$ cat config.mk
export PLATFORM = sky130hd
export DESIGN_NAME = mdis_front
export DESIGN_NICKNAME = d
export VERILOG_FILES = /design/src/rtl/core/mdis_pkg.sv /design/src/rtl/core/mdis_front.sv
export VERILOG_INCLUDE_DIRS = /design/src /design/src/rtl/core
export SDC_FILE = /design/constraint.sdc
export NUM_CORES = 1
export LEC_CHECK = 0
export BUFFER_PORTS_ARGS = -buffer_cell sky130_fd_sc_hd__buf_2
export CAP_MARGIN = 10
export CORE_ASPECT_RATIO = 0.8
export CORE_UTILIZATION = 57
export DETAILED_ROUTE_END_ITERATION = 8
export PLACE_DENSITY = 0.77
export SYNTH_ARGS = -nofsm -noshare
export SYNTH_HDL_FRONTEND = slang
export SYNTH_SLANG_ARGS = --single-unit
$ cat constraint.sdc
create_clock -name clk -period 3.3 [get_ports clk]
set_input_delay 0.99 -clock clk [delete_from_list [all_inputs] [get_ports clk]]
set_output_delay 0.99 -clock clk [all_outputs]
set_load 0.02 [all_outputs]
$ cat src/rtl/core/assert_macros.svh
// Assertion macros shared by the interval selection RTL.
// Depends on nothing; included by the modules that carry assertions.
`ifndef ASSERT_MACROS_SVH
`define ASSERT_MACROS_SVH

// The expression must hold at every clock edge outside reset.
`define ASSERT_ALWAYS(label, ck, rn, expr) \
	label: assert property (@(posedge ck) disable iff (!(rn)) (expr)) \
		else $error("assertion failed: expression does not hold");

// Whenever the antecedent holds, the consequent holds in the same cycle.
`define ASSERT_IMPL(label, ck, rn, ante, cons) \
	label: assert property (@(posedge ck) disable iff (!(rn)) (ante) |-> (cons)) \
		else $error("assertion failed: implication does not hold");

`endif

$ cat src/rtl/core/mdis_pkg.sv
// Package for the maximum disjoint interval selection core.
// Holds sizes, the interval and control types and the back end state encoding.
`timescale 1ns / 1ps

package mdis_pkg;

	localparam int MAX_INTERVALS = 32;
	localparam int CNT_W         = $clog2(MAX_INTERVALS + 1);
	localparam int PT_W          = 32;
	localparam int FIFO_DEPTH    = 4;
	localparam int PTR_W         = $clog2(FIFO_DEPTH);
	localparam int FCNT_W        = $clog2(FIFO_DEPTH + 1);

	typedef struct packed {
		logic signed [PT_W-1:0] hi;
		logic signed [PT_W-1:0] lo;
	} span_t;

	typedef struct packed {
		logic  fin;
		span_t span;
	} queue_item_t;

	typedef struct packed {
		logic ins;
		logic pop;
	} chain_ctl_t;

	typedef struct packed {
		span_t          head;
		logic [CNT_W-1:0] count;
		logic           full;
	} chain_sts_t;

	typedef enum logic [1:0] {
		ST_LOAD,
		ST_WALK,
		ST_FLUSH
	} back_state_t;

endpackage

$ cat src/rtl/core/mdis_front.sv
// Front end: accepts input items and queues them for the back end.
// Depends on mdis_pkg and assert_macros.svh.
`timescale 1ns / 1ps
`include "assert_macros.svh"

module mdis_front import mdis_pkg::*; (
	input  logic         clk,
	input  logic         arst_n,
	input  logic         in_valid,
	output logic         in_ready,
	input  queue_item_t  in_item,
	output logic         q_valid,
	input  logic         q_ready,
	output queue_item_t  q_item
);

	queue_item_t       entry_q [FIFO_DEPTH];
	logic [PTR_W-1:0]  wr_ptr_q;
	logic [PTR_W-1:0]  rd_ptr_q;
	logic [FCNT_W-1:0] fill_q;
	logic              push;
	logic              pop;

	assign in_ready = fill_q != FCNT_W'(FIFO_DEPTH);
	assign q_valid  = fill_q != '0;
	assign q_item   = entry_q[rd_ptr_q];
	assign push     = in_valid && in_ready;
	assign pop      = q_valid && q_ready;

	always_ff @(posedge clk) begin
		if (push) begin
			entry_q[wr_ptr_q] <= in_item;
		end
	end

	always_ff @(posedge clk or negedge arst_n) begin
		if (!arst_n) begin
			wr_ptr_q <= '0;
			rd_ptr_q <= '0;
			fill_q   <= '0;
		end else begin
			if (push) begin
				wr_ptr_q <= wr_ptr_q + PTR_W'(1);
			end
			if (pop) begin
				rd_ptr_q <= rd_ptr_q + PTR_W'(1);
			end
			if (push && !pop) begin
				fill_q <= fill_q + FCNT_W'(1);
			end else if (pop && !push) begin
				fill_q <= fill_q - FCNT_W'(1);
			end
		end
	end

	`ASSERT_ALWAYS(a_fill_bound, clk, arst_n, fill_q <= FCNT_W'(FIFO_DEPTH))

endmodule

==> impl_metrics.toml <==
[status]
status = "complete, no violations"

[yosys]
synth_cells = 375
avgSynthCellArea_sq_um = 26.2
syn_nets = 450
ys_seq_area_share_pct = 81.3
synth_seq_cells = 267
ys_warn_count = 0
synth_area_sq_mm = 0.00982
synth_cell_types = 20

[worst_hold_path]
hold_path.class = "input pin to async pin"

[detailed_routing]
dr.pass1.iters = 7
routed_wl_um = 17600
vias_per_cell = 5.72
drtAntennaViolNets = 0
wl_per_cell_um = 22.6
drtIter0Drc = 321
route.detailed.drc = 0
vias = 4461

[cts]
clk_pin_slew_ps = 60
postCtsHoldBufs = 0
cts_resized = 0
h-tree-depth = 1
clk_path_buf_depth = 3
cts_made_buffers = 26
clock_latency_ps = 510
cts_root_buf = "clkbuf_16"
cts_sinks = 267
cts_setup_buffers = 0
tritoncts = "done"

[sta]
tightest_slew_ps = 500
finalHoldViolations = 0
relSlewSlack_pct = 66.7
drv_slew = 0
min_period_over_period_pct = 96.2
finalSetupViolations = 0
fin_tns_setup_ps = 0
rsz0062_at_grt = "false"
fmax_mhz = 315
min_period_ps = 3180
fin_hold_ws_ps = 304
fin_skew_ps = 7.69
finalWorstSetupSlack_ps = 125

[setup_path]
critical_path_class = "flip-flop to output port"
crit_required_ps = 2310
end_kind = "output port"
crit_fanout = 30
cp_data_arrival_time_ps = 2190
cp-start-kind = "flip-flop"

[finish]
syn_to_final_growth_pct = 18.7
seq_area_sq_mm = 0.00799
nets = 612
multiInputGateArea_sq_mm = 0.00169
drive_gt1_share_pct = 46.1
n_fill_cell = 1030

[floorplan]
core_sq_mm = 0.0167
die_x_um = 149
die_area_sq_mm = 0.0178
fp-row-count = 42
boundaryPins = 136
initial_core_util_pct = 58.8
die_h_um = 119

[global_routing]
grt_pass1_vias = 4642
grt_pass1_wl_um = 26500
grt_max_degree = 35
antenna_found_initial = 4
grtUsageTotal_pct = 20.6
grt_overflow = 0

[place]
place.gp.congestion = 0.759
port_buffers = 135
hpwl_um = 10900
preCtsSetupSlack_ps = 645

[power]
finalPower_mw = 11.0
leakage_nw = 4.02
peakVddDrop_mv = 0.824
power_density_mw_per_mm2 = 947

[flow_run]
drv_cap = 0
## flip-flops by register name, indices dropped and copies added, names as in the netlist
name and flops:
wr_ptr_q 2, entry_q 260, rd_ptr_q 2, fill_q 3
## routing by layer
| layer | global-route usage, % | share of wire, % | vias to the layer above |
|---|---|---|---|
| li1 | - | - | 1938 |
| met1 | 27.9 | 42 | 2324 |
| met2 | 33.6 | 49 | 175 |
| met3 | 5.59 | 7.3 | 22 |
| met4 | 4.85 | 1.3 | 2 |
| met5 | 0 | 0.045 | - |
## synth_stat cells
library cell	number	area share [%]
a21boi_2	1	0.11
and2_1	4	0.25
buf_12	4	0.82
buf_2	5	0.25
buf_4	3	0.23
buf_6	1	0.11
clkbuf_1	2	0.076
dfrtp_1	7	1.8
edfxtp_1	260	79
fa_1	1	0.20
ha_1	5	0.64
inv_1	3	0.11
mux2_2	2	0.23
mux4_2	65	15
nand2_1	2	0.076
nand3_1	1	0.051
nor2_1	2	0.076
or3_1	1	0.064
xnor2_1	4	0.36
xor2_1	2	0.18
## final timing paths
kind / depth (start not counted) / startpoint / slack (ps) / end
hold reg to reg: 1 / fill_q[2] / 530 / fill_q[2]
max in group asynchronous: 1 / arst_n / 2810 / rd_ptr_q[0]
setup reg to reg: 8 / fill_q[1] / 1110 / fill_q[2]
hold / removal: 1 / arst_n / 300 / fill_q[2]
min in group clk: 1 / fill_q[2] / 530 / fill_q[2]
setup / recovery: 3 / rd_ptr_q[0] / 120 / q_item[63]
## layout make-up
cell class	instances	share of cell area (%)
sequential	267	68.5
multi-input combinational	90	14.5
timing repair buffer	149	7.44
clock buffer	38	6.23
tap	220	2.36
clock inverter	8	0.740
antenna	5	0.107
inverter	3	0.0965
## critical path: stages (launching register included)
cell	delay, ps
dfrtp_4	580
buf_12	290
mux4_2	580
buf_2	180
## layout by cell type, fill, tap and decap left out, types with 3 or more instances in the layout
| cell | count |
|---|---|
| mux4_2 | 65 |
| buf_2 | 135 |
| buf_4 | 7 |
| xnor2_1 | 4 |
| clkbuf_16 | 27 |
| buf_12 | 7 |
| ha_1 | 5 |
| and2_4 | 4 |
| edfxtp_1 | 260 |
| inv_1 | 3 |
| clkinv_1 | 3 |
| clkbuf_1 | 10 |
| dfrtp_1 | 5 |
| clkinv_2 | 3 |
| diode_2 | 5 |
## per-stage QoR
stage,cell area [sq um],std cells,utilization [%]
floorplan,9820,375,-
global placement,10800,729,64.9
detailed placement,10800,729,64.9
CTS,11700,775,69.7
global route,11700,775,69.7
finish,11700,780,69.8
## kinds of logic after synthesis
| group | synth area share, % |
|---|---|
| compound gates | 0.115 |
| xor+xnor | 0.535 |
| fa+ha+maj | 0.841 |
| buf+inv | 1.60 |
| flops | 81.3 |
| mux | 15.1 |
| simple gates | 0.522 |
## where the power goes
part / internal (mW) / total (mW) / switching (mW)
registers: 4.49 / 4.79 / 0.298
clock network: 1.67 / 2.79 / 1.12
logic: 1.48 / 3.47 / 1.99
(Power assumes the default switching activity.)
